**src/sv/pmu_pkg.sv**
```systemverilog
// shared types and constants for the polynomial multiplier unit
// used by every module of the block, no dependencies
package pmu_pkg;

  localparam int MAX_TERMS   = 16;
  localparam int COEF_W      = 16;
  localparam int IDX_W       = 4;
  localparam int CNT_W       = 5;
  localparam int POW_W       = 5;
  localparam int MUL_W       = 2 * COEF_W;
  localparam int PROD_W      = 36;
  localparam int QUEUE_DEPTH = 4;
  localparam int QPTR_W      = 2;
  localparam int QCNT_W      = 3;
  localparam int IN_DATA_W   = 32;
  localparam int OUT_DATA_W  = 48;

  typedef struct packed {
    logic signed [COEF_W-1:0] f_coef;
    logic signed [COEF_W-1:0] g_coef;
    logic [IDX_W-1:0]         idx;
    logic                     keep;
    logic                     last_in;
  } job_t;

  typedef enum logic [2:0] {
    BK_LOAD,
    BK_START,
    BK_ISSUE,
    BK_DRAIN,
    BK_OUT
  } back_state_t;

endpackage

```
**src/sv/pmu_front.sv**
```systemverilog
// front part: accepts coefficient pairs and tags each with its store slot
// depends on pmu_pkg
module pmu_front (
  input  logic                          clk,
  input  logic                          rst,
  input  logic                          s_tvalid,
  output logic                          s_tready,
  input  logic [pmu_pkg::IN_DATA_W-1:0] s_tdata,  // f_coef, g_coef
  input  logic                          s_tlast,  // last_in
  output logic                          q_push,
  input  logic                          q_ready,
  output pmu_pkg::job_t                 q_job
);

  logic [pmu_pkg::CNT_W-1:0] load_count;
  logic [pmu_pkg::CNT_W-1:0] load_count_next;
  logic                      keep;

  assign s_tready = q_ready;
  assign q_push   = s_tvalid & q_ready;
  assign keep     = (load_count < pmu_pkg::CNT_W'(pmu_pkg::MAX_TERMS));

  always_comb begin
    q_job.f_coef  = s_tdata[pmu_pkg::COEF_W-1:0];
    q_job.g_coef  = s_tdata[2*pmu_pkg::COEF_W-1:pmu_pkg::COEF_W];
    q_job.idx     = load_count[pmu_pkg::IDX_W-1:0];
    q_job.keep    = keep;
    q_job.last_in = s_tlast;
  end

  always_comb begin
    load_count_next = load_count;
    if (q_push) begin
      if (s_tlast) begin
        load_count_next = '0;
      end else if (keep) begin
        load_count_next = load_count + 1'b1;
      end
    end
  end

  always_ff @(posedge clk) begin
    if (rst) begin
      load_count <= '0;
    end else begin
      load_count <= load_count_next;
    end
  end

endmodule

```
**src/sv/pmu_queue.sv**
```systemverilog
// short queue of tagged coefficient pairs between front and back
// depends on pmu_pkg
module pmu_queue (
  input  logic          clk,
  input  logic          rst,
  input  logic          push,
  output logic          ready,
  input  pmu_pkg::job_t push_job,
  output logic          valid,
  input  logic          pop,
  output pmu_pkg::job_t pop_job
);

  pmu_pkg::job_t              entries [pmu_pkg::QUEUE_DEPTH];
  logic [pmu_pkg::QPTR_W-1:0] wr_ptr;
  logic [pmu_pkg::QPTR_W-1:0] rd_ptr;
  logic [pmu_pkg::QCNT_W-1:0] fill;
  logic                       do_push;
  logic                       do_pop;

  assign ready   = (fill != pmu_pkg::QCNT_W'(pmu_pkg::QUEUE_DEPTH));
  assign valid   = (fill != '0);
  assign do_push = push & ready;
  assign do_pop  = pop & valid;
  assign pop_job = entries[rd_ptr];

  always_ff @(posedge clk) begin
    if (do_push) begin
      entries[wr_ptr] <= push_job;
    end
  end

  always_ff @(posedge clk) begin
    if (rst) begin
      wr_ptr <= '0;
      rd_ptr <= '0;
      fill   <= '0;
    end else begin
      if (do_push) begin
        wr_ptr <= wr_ptr + 1'b1;
      end
      if (do_pop) begin
        rd_ptr <= rd_ptr + 1'b1;
      end
      if (do_push && !do_pop) begin
        fill <= fill + 1'b1;
      end else if (do_pop && !do_push) begin
        fill <= fill - 1'b1;
      end
    end
  end

endmodule

```
**src/sv/pmu_back.sv**
```systemverilog
// back part: stores the operands and runs the multiply-accumulate per power
// depends on pmu_pkg
module pmu_back (
  input  logic                           clk,
  input  logic                           rst,
  input  logic                           q_valid,
  output logic                           q_pop,
  input  pmu_pkg::job_t                  q_job,
  output logic                           m_tvalid,
  input  logic                           m_tready,
  output logic [pmu_pkg::OUT_DATA_W-1:0] m_tdata,  // prod_coef, power
  output logic                           m_tlast,  // last_out
  output logic                           m_tuser   // overflow
);

  logic signed [pmu_pkg::COEF_W-1:0] f_store [pmu_pkg::MAX_TERMS];
  logic signed [pmu_pkg::COEF_W-1:0] g_store [pmu_pkg::MAX_TERMS];

  pmu_pkg::back_state_t state;
  pmu_pkg::back_state_t state_next;

  logic [pmu_pkg::IDX_W-1:0]         f_top;
  logic [pmu_pkg::IDX_W-1:0]         g_top;
  logic                              f_nonzero;
  logic                              g_nonzero;
  logic                              dropped;
  logic [pmu_pkg::POW_W-1:0]         power;
  logic [pmu_pkg::POW_W-1:0]         deg;
  logic [pmu_pkg::IDX_W-1:0]         term;
  logic [pmu_pkg::IDX_W-1:0]         term_hi;
  logic                              rd_valid;
  logic                              mul_valid;
  logic signed [pmu_pkg::COEF_W-1:0] f_rd;
  logic signed [pmu_pkg::COEF_W-1:0] g_rd;
  logic signed [pmu_pkg::MUL_W-1:0]  mul;
  logic signed [pmu_pkg::PROD_W-1:0] acc;
  logic [pmu_pkg::POW_W-1:0]         g_idx_full;
  logic [pmu_pkg::POW_W-1:0]         power_next;
  logic [pmu_pkg::POW_W-1:0]         f_top_ext;
  logic [pmu_pkg::POW_W-1:0]         g_top_ext;
  logic [pmu_pkg::POW_W-1:0]         lo_next;
  logic [pmu_pkg::POW_W-1:0]         hi_next;
  logic                              issue;
  logic                              load_out;
  logic                              store_en;
  logic                              both_nonzero;

  assign f_top_ext    = pmu_pkg::POW_W'(f_top);
  assign g_top_ext    = pmu_pkg::POW_W'(g_top);
  assign both_nonzero = f_nonzero & g_nonzero;
  assign g_idx_full   = power - pmu_pkg::POW_W'(term);
  assign power_next   = (state == pmu_pkg::BK_START) ? '0 : power + 1'b1;
  assign lo_next      = (power_next > g_top_ext) ? power_next - g_top_ext : '0;
  assign hi_next      = (power_next < f_top_ext) ? power_next : f_top_ext;
  assign store_en     = q_pop & q_job.keep;

  // next state
  always_comb begin
    state_next = state;
    case (state)
      pmu_pkg::BK_LOAD: begin
        if (q_valid && q_job.last_in) begin
          state_next = pmu_pkg::BK_START;
        end
      end
      pmu_pkg::BK_START: begin
        state_next = both_nonzero ? pmu_pkg::BK_ISSUE : pmu_pkg::BK_OUT;
      end
      pmu_pkg::BK_ISSUE: begin
        if (term == term_hi) begin
          state_next = pmu_pkg::BK_DRAIN;
        end
      end
      pmu_pkg::BK_DRAIN: begin
        if (!rd_valid && !mul_valid) begin
          state_next = pmu_pkg::BK_OUT;
        end
      end
      pmu_pkg::BK_OUT: begin
        if (!m_tvalid || m_tready) begin
          state_next = (power == deg) ? pmu_pkg::BK_LOAD : pmu_pkg::BK_ISSUE;
        end
      end
      default: state_next = pmu_pkg::BK_LOAD;
    endcase
  end

  // outputs of the sequencer
  always_comb begin
    q_pop    = 1'b0;
    issue    = 1'b0;
    load_out = 1'b0;
    case (state)
      pmu_pkg::BK_LOAD:  q_pop    = q_valid;
      pmu_pkg::BK_ISSUE: issue    = 1'b1;
      pmu_pkg::BK_OUT:   load_out = !m_tvalid || m_tready;
      default: begin
        q_pop    = 1'b0;
        issue    = 1'b0;
        load_out = 1'b0;
      end
    endcase
  end

  always_ff @(posedge clk) begin
    if (rst) begin
      state <= pmu_pkg::BK_LOAD;
    end else begin
      state <= state_next;
    end
  end

  // operand stores
  always_ff @(posedge clk) begin
    if (store_en) begin
      f_store[q_job.idx] <= q_job.f_coef;
      g_store[q_job.idx] <= q_job.g_coef;
    end
    f_rd <= f_store[term];
    g_rd <= g_store[g_idx_full[pmu_pkg::IDX_W-1:0]];
    mul  <= f_rd * g_rd;
  end

  // load bookkeeping
  always_ff @(posedge clk) begin
    if (rst) begin
      f_top     <= '0;
      g_top     <= '0;
      f_nonzero <= 1'b0;
      g_nonzero <= 1'b0;
      dropped   <= 1'b0;
    end else if (load_out && power == deg) begin
      f_top     <= '0;
      g_top     <= '0;
      f_nonzero <= 1'b0;
      g_nonzero <= 1'b0;
      dropped   <= 1'b0;
    end else if (q_pop) begin
      if (!q_job.keep) begin
        dropped <= 1'b1;
      end else begin
        if (q_job.f_coef != '0) begin
          f_top     <= q_job.idx;
          f_nonzero <= 1'b1;
        end
        if (q_job.g_coef != '0) begin
          g_top     <= q_job.idx;
          g_nonzero <= 1'b1;
        end
      end
    end
  end

  // term sequencing and accumulation
  always_ff @(posedge clk) begin
    if (rst) begin
      rd_valid  <= 1'b0;
      mul_valid <= 1'b0;
    end else begin
      rd_valid  <= issue;
      mul_valid <= rd_valid;
    end
  end

  always_ff @(posedge clk) begin
    if (state == pmu_pkg::BK_START) begin
      power   <= '0;
      deg     <= both_nonzero ? f_top_ext + g_top_ext : '0;
      term    <= lo_next[pmu_pkg::IDX_W-1:0];
      term_hi <= hi_next[pmu_pkg::IDX_W-1:0];
      acc     <= '0;
    end else if (load_out && power != deg) begin
      power   <= power_next;
      term    <= lo_next[pmu_pkg::IDX_W-1:0];
      term_hi <= hi_next[pmu_pkg::IDX_W-1:0];
      acc     <= '0;
    end else begin
      if (issue && term != term_hi) begin
        term <= term + 1'b1;
      end
      if (mul_valid) begin
        acc <= acc + pmu_pkg::PROD_W'(mul);
      end
    end
  end

  // output register
  always_ff @(posedge clk) begin
    if (rst) begin
      m_tvalid <= 1'b0;
    end else if (load_out) begin
      m_tvalid <= 1'b1;
    end else if (m_tready) begin
      m_tvalid <= 1'b0;
    end
  end

  always_ff @(posedge clk) begin
    if (load_out) begin
      m_tdata <= {{(pmu_pkg::OUT_DATA_W - pmu_pkg::PROD_W - pmu_pkg::POW_W){1'b0}},
                  power, acc};
      m_tlast <= (power == deg);
      m_tuser <= dropped;
    end
  end

endmodule

```
**src/sv/polynomial_multiplier_unit.sv**
```systemverilog
// top level of the polynomial multiplier unit: front, queue and back
// depends on pmu_pkg, pmu_front, pmu_queue, pmu_back
// loading: one transaction per cycle while the queue has room
// product: each coefficient accumulates its terms = overlapping pairs, at most 16
// first result via start, issue, drain and output states; zero product: start then output
// sync rst clears control state except power/term/deg; operand stores stay undefined
module polynomial_multiplier_unit (
  input  logic                           clk,
  input  logic                           rst,
  input  logic                           s_tvalid,
  output logic                           s_tready,
  input  logic [pmu_pkg::IN_DATA_W-1:0]  s_tdata,   // f_coef, g_coef
  input  logic                           s_tlast,   // last_in
  output logic                           m_tvalid,
  input  logic                           m_tready,
  output logic [pmu_pkg::OUT_DATA_W-1:0] m_tdata,   // prod_coef, power
  output logic                           m_tlast,   // last_out
  output logic                           m_tuser    // overflow
);

  logic          q_push;
  logic          q_ready;
  logic          q_valid;
  logic          q_pop;
  pmu_pkg::job_t push_job;
  pmu_pkg::job_t pop_job;

  pmu_front u_front (
    .clk      (clk),
    .rst      (rst),
    .s_tvalid (s_tvalid),
    .s_tready (s_tready),
    .s_tdata  (s_tdata),
    .s_tlast  (s_tlast),
    .q_push   (q_push),
    .q_ready  (q_ready),
    .q_job    (push_job)
  );

  pmu_queue u_queue (
    .clk      (clk),
    .rst      (rst),
    .push     (q_push),
    .ready    (q_ready),
    .push_job (push_job),
    .valid    (q_valid),
    .pop      (q_pop),
    .pop_job  (pop_job)
  );

  pmu_back u_back (
    .clk      (clk),
    .rst      (rst),
    .q_valid  (q_valid),
    .q_pop    (q_pop),
    .q_job    (pop_job),
    .m_tvalid (m_tvalid),
    .m_tready (m_tready),
    .m_tdata  (m_tdata),
    .m_tlast  (m_tlast),
    .m_tuser  (m_tuser)
  );

endmodule
```
**config.mk**
```make
export PLATFORM = sky130hd
export DESIGN_NAME = polynomial_multiplier_unit
export DESIGN_NICKNAME = d
export VERILOG_FILES = /design/src/sv/pmu_pkg.sv /design/src/sv/pmu_front.sv /design/src/sv/pmu_queue.sv /design/src/sv/pmu_back.sv /design/src/sv/polynomial_multiplier_unit.sv
export SDC_FILE = /design/constraint.sdc
export NUM_CORES = 2
export LEC_CHECK = 0
export BUFFER_PORTS_ARGS = -buffer_cell sky130_fd_sc_hd__buf_2
export CAP_MARGIN = 20
export CORE_UTILIZATION = 30
export CTS_CLUSTER_DIAMETER = 80
export DETAILED_ROUTE_END_ITERATION = 7
export PLACE_DENSITY = 0.51
export SYNTH_ARGS = -nofsm -noshare
export SYNTH_HDL_FRONTEND = slang
export SYNTH_HIERARCHICAL = 1
export SYNTH_SLANG_ARGS = --single-unit
```
**constraint.sdc**
```tcl
create_clock -name clk -period 7.4 [get_ports clk]
set_clock_uncertainty 0.1 [all_clocks]
set_input_delay 1.48 -clock clk [delete_from_list [all_inputs] [get_ports clk]]
set_output_delay 1.48 -clock clk [all_outputs]
set_load 0.05 [all_outputs]
```
==> summary.txt <==
Status
  – Status: finished clean

Global route
  – All-Layer GR Usage: 13.4%
  – Global-route wire length before repair: 148,000 µm
  – Largest net degree at the start of global routing: 56
  – Initial antenna violation count: 1
  – GRT overflow: 0
  – Vias in the first global route: 24,100

Clocking
  – Post-CTS Repair Setup Buffers: 0
  – CTS Root Cell: clkbuf_16
  – Num Clock Sinks: 856
  – Clock-pin slew of the registers on the worst-case setup and hold paths: 0.06 ns
  – CTS tree: yes
  – CTS max path bufs: 3
  – # H-tree levels: 3
  – Num CTS Buffers: 92
  – Clock Latency Late Sink: 0.71 ns
  – Cts hold-fix bufs: 0
  – Resized Gates After CTS: 0

Place
  – Port Buf Inserts: 81
  – HPWL after DPL: 61,800 µm
  – Routability congestion estimate: 0.775

Synthesis
  – Post-synth ARST share: 0%
  – Synth warn: 6
  – Sequential area share after synthesis: 56.3%
  – Synth top area cells: edfxtp_1 50%, fa_1 12%, mux4_2 9.5%
  – Post-synth EDFFs: 720
  – Area share of the largest cell type after synthesis: 50.0%
  – Syn avg cell area: 15.1 µm²
  – Synthesized flop and latch total: 856
  – Synth area leader: edfxtp_1
  – Synth unique cells: 72
  – Post-Synthesis Cell Area: 0.0433 mm²
  – Post-synth top flop: edfxtp_1
  – Syn Inst Count: 2,868

Detailed routing
  – Vias/cell: 4.56
  – Pre-antenna DRT Iters: 5
  – Detail Route Antenna Nets: 0
  – # DRC: 0
  – Via count: 22,400
  – WL/cell: 19.4 µm
  – Final wirelength: 95,300 µm
  – DR iter-0 viols: 1,388

Min path
  – Hold Path Class: reg -> reg

Final layout
  – Final Core Density: 34.4%
  – Final net count: 3,389
  – Footprint of the multi-input gates: 0.0171 mm²
  – Share of cells above drive strength 1: 16.4%
  – Filler cells: 13,800
  – Area Growth Syn to Fin: 13.0%
  – Register area: 0.0243 mm²
  – Diodes inserted: 0

Setup path
  – Worst-path fanout max: 16
  – Setup Crit Path Kind: reg -> reg
  – Setup crit end kind: flop
  – CP required: 7.84 ns
  – Arrival @ worst endpoint: 7.29 ns
  – Type of origin of the critical path: flop

Flow run
  – Max Cap Viol: 0

Die
  – Die area: 0.146 mm²
  – Num rows: 138
  – Total I/O pin count: 89
  – Die width: 382 µm
  – Core Footprint: 0.142 mm²
  – Die Y: 382 µm
  – Initial Utilization: 30.4%

STA
  – Final slew viol count: 0
  – Worst Tran Pin Value: 0.874 ns
  – Setup TNS: 0 ns
  – Rel. slew slack: 41.8%
  – Final worst-path cycle share: 92.6%
  – Post-route minimum period: 6.85 ns
  – Fmax: 0.146 GHz
  – RSZ-0062 raised after global routing: false
  – Setup violations, final: 0
  – Final hold vios: 0
==> cell usage after synthesis (14+ instances only) <==
cell type	number
a211oi_1	23
a21o_1	32
a21oi_1	89
and2_1	133
buf_4	48
clkbuf_1	79
dfxtp_1	136
edfxtp_1	720
fa_1	267
ha_1	139
inv_1	332
mux2i_1	55
mux4_2	182
nand2_1	166
nand2b_1	14
nand3_1	15
nor2_1	108
nor2b_1	31
nor3_1	17
o21ai_0	31
o21ai_1	14
xnor2_1	63
xor2_1	31
==> state kept, by name, indices dropped and copies added (netlist names), 2 cells and up, named ones only <==
register,flops
u_back/f_store,256
u_back/mul,32
u_front/load_count,5
u_queue/wr_ptr,2
u_back/f_top,4
u_back/power,5
u_back/deg,5
u_queue/entries,152
u_back/g_top,4
u_back/term_hi,4
u_back/state,3
u_back/term,4
u_back/g_rd,16
u_queue/rd_ptr,2
u_back/m_tdata,41
u_queue/fill,3
u_back/g_store,256
u_back/f_rd,16
u_back/acc,36
==> through the flow <==
step | hold slack, ns | setup WS [ns] | cell area (µm²) | instances
after detailed placement | 0.340 | 0.592 | 45800 | 4742
after CTS | 0.355 | 0.526 | 48900 | 4916
after floorplan | 0.306 | 1.37 | 43300 | 2874
final | 0.351 | 0.550 | 48900 | 4916
after global routing | 0.366 | 0.0451 | 48900 | 4916
after global placement | 0.341 | 0.659 | 45800 | 4742
==> critical path, cell delays in order, from the launching register on <==
cell and delay (ns):
dfxtp_1 0.77, nand2_1 0.17, fa_1 0.56, inv_1 0.05, fa_1 0.52, inv_1 0.06
fa_1 0.54, inv_1 0.05, fa_1 0.45, fa_1 0.49, inv_1 0.05, fa_1 0.47
inv_1 0.04, ha_1 0.33, and2_1 0.18, a2111oi_0 0.32, nand2_1 0.10, a21oi_1 0.20
o31ai_1 0.18, nand4_1 0.13, nand4b_1 0.16, a21oi_1 0.34, o311ai_1 0.18, a21oi_1 0.20
xnor2_1 0.07
==> logic make-up after synthesis <==
kind of cell               Yosys count  synth area share [%]
DFF                                856                  56.3
muxes                              239                  10.8
AOI/OAI and AO/OA                  256                  3.84
xor gates and xnor gates            94                  1.90
other                                1               0.00867
and+or+nand+nor                    532                  6.09
buffers and inverters              484                  4.74
adders and majority gates          406                  16.4
==> area by class of cell <==
class / instances / share of cell area [%]
timing repair buffer: 128 / 1.55
multi-input combinational: 1534 / 34.9
inverter: 334 / 2.56
sequential: 856 / 49.8
clock inverter: 62 / 1.46
clock buffer: 112 / 4.88
tap: 1890 / 4.84
==> layer usage <==
metal	GRT usage (%)	vias up	share of wire, %
met5	0	-	0
li1	-	10300	-
met1	17.7	11600	45
met2	22.8	395	49
met3	2.14	116	4.0
met4	3.36	0	2.0
==> path summary, 6_finish.rpt <==
| check | from | end | slack, ns | cells after the start |
|---|---|---|---|---|
| worst min-delay path | u_back/acc[35]$_SDFFE_PP0P_ | u_back/m_tdata[35]$_DFFE_PP_ | 0.35 | 0 |
| worst min register to register | u_back/acc[35]$_SDFFE_PP0P_ | u_back/m_tdata[35]$_DFFE_PP_ | 0.35 | 0 |
| worst max-delay path | u_back/f_rd[7]$_DFF_P_ | u_back/mul[31]$_DFF_P_ | 0.55 | 24 |
| worst max register to register | u_back/f_rd[7]$_DFF_P_ | u_back/mul[31]$_DFF_P_ | 0.55 | 24 |
==> layout by cell type, fill, tap and decap left out, types with 5 or more instances in the layout <==
master and n:
nor2_4 12, bufinv_16 10, o21ai_1 14, nand2b_1 14, nor3_1 13, clkbuf_16 92
o21bai_1 8, nor2_1 96, a21o_1 32, or3_1 5, clkinvlp_4 5, nor2b_1 31
clkbuf_1 19, buf_4 47, fa_1 266, a21oi_1 89, o21a_1 8, clkinv_2 16
nand3_1 15, a31oi_1 6, xor2_1 30, inv_1 332, conb_1 7, clkinv_1 20
nand2_1 166, mux4_2 182, nor4_1 9, clkinv_16 5, buf_2 81, mux2i_1 55
and2_1 129, o21ai_0 31, a211oi_1 23, xnor2_1 62, edfxtp_1 720, dfxtp_1 133
ha_1 138, nand4_1 13
Power is not shown: default switching activity piles up to over one toggle a cycle in this logic, so the estimate is an artifact.
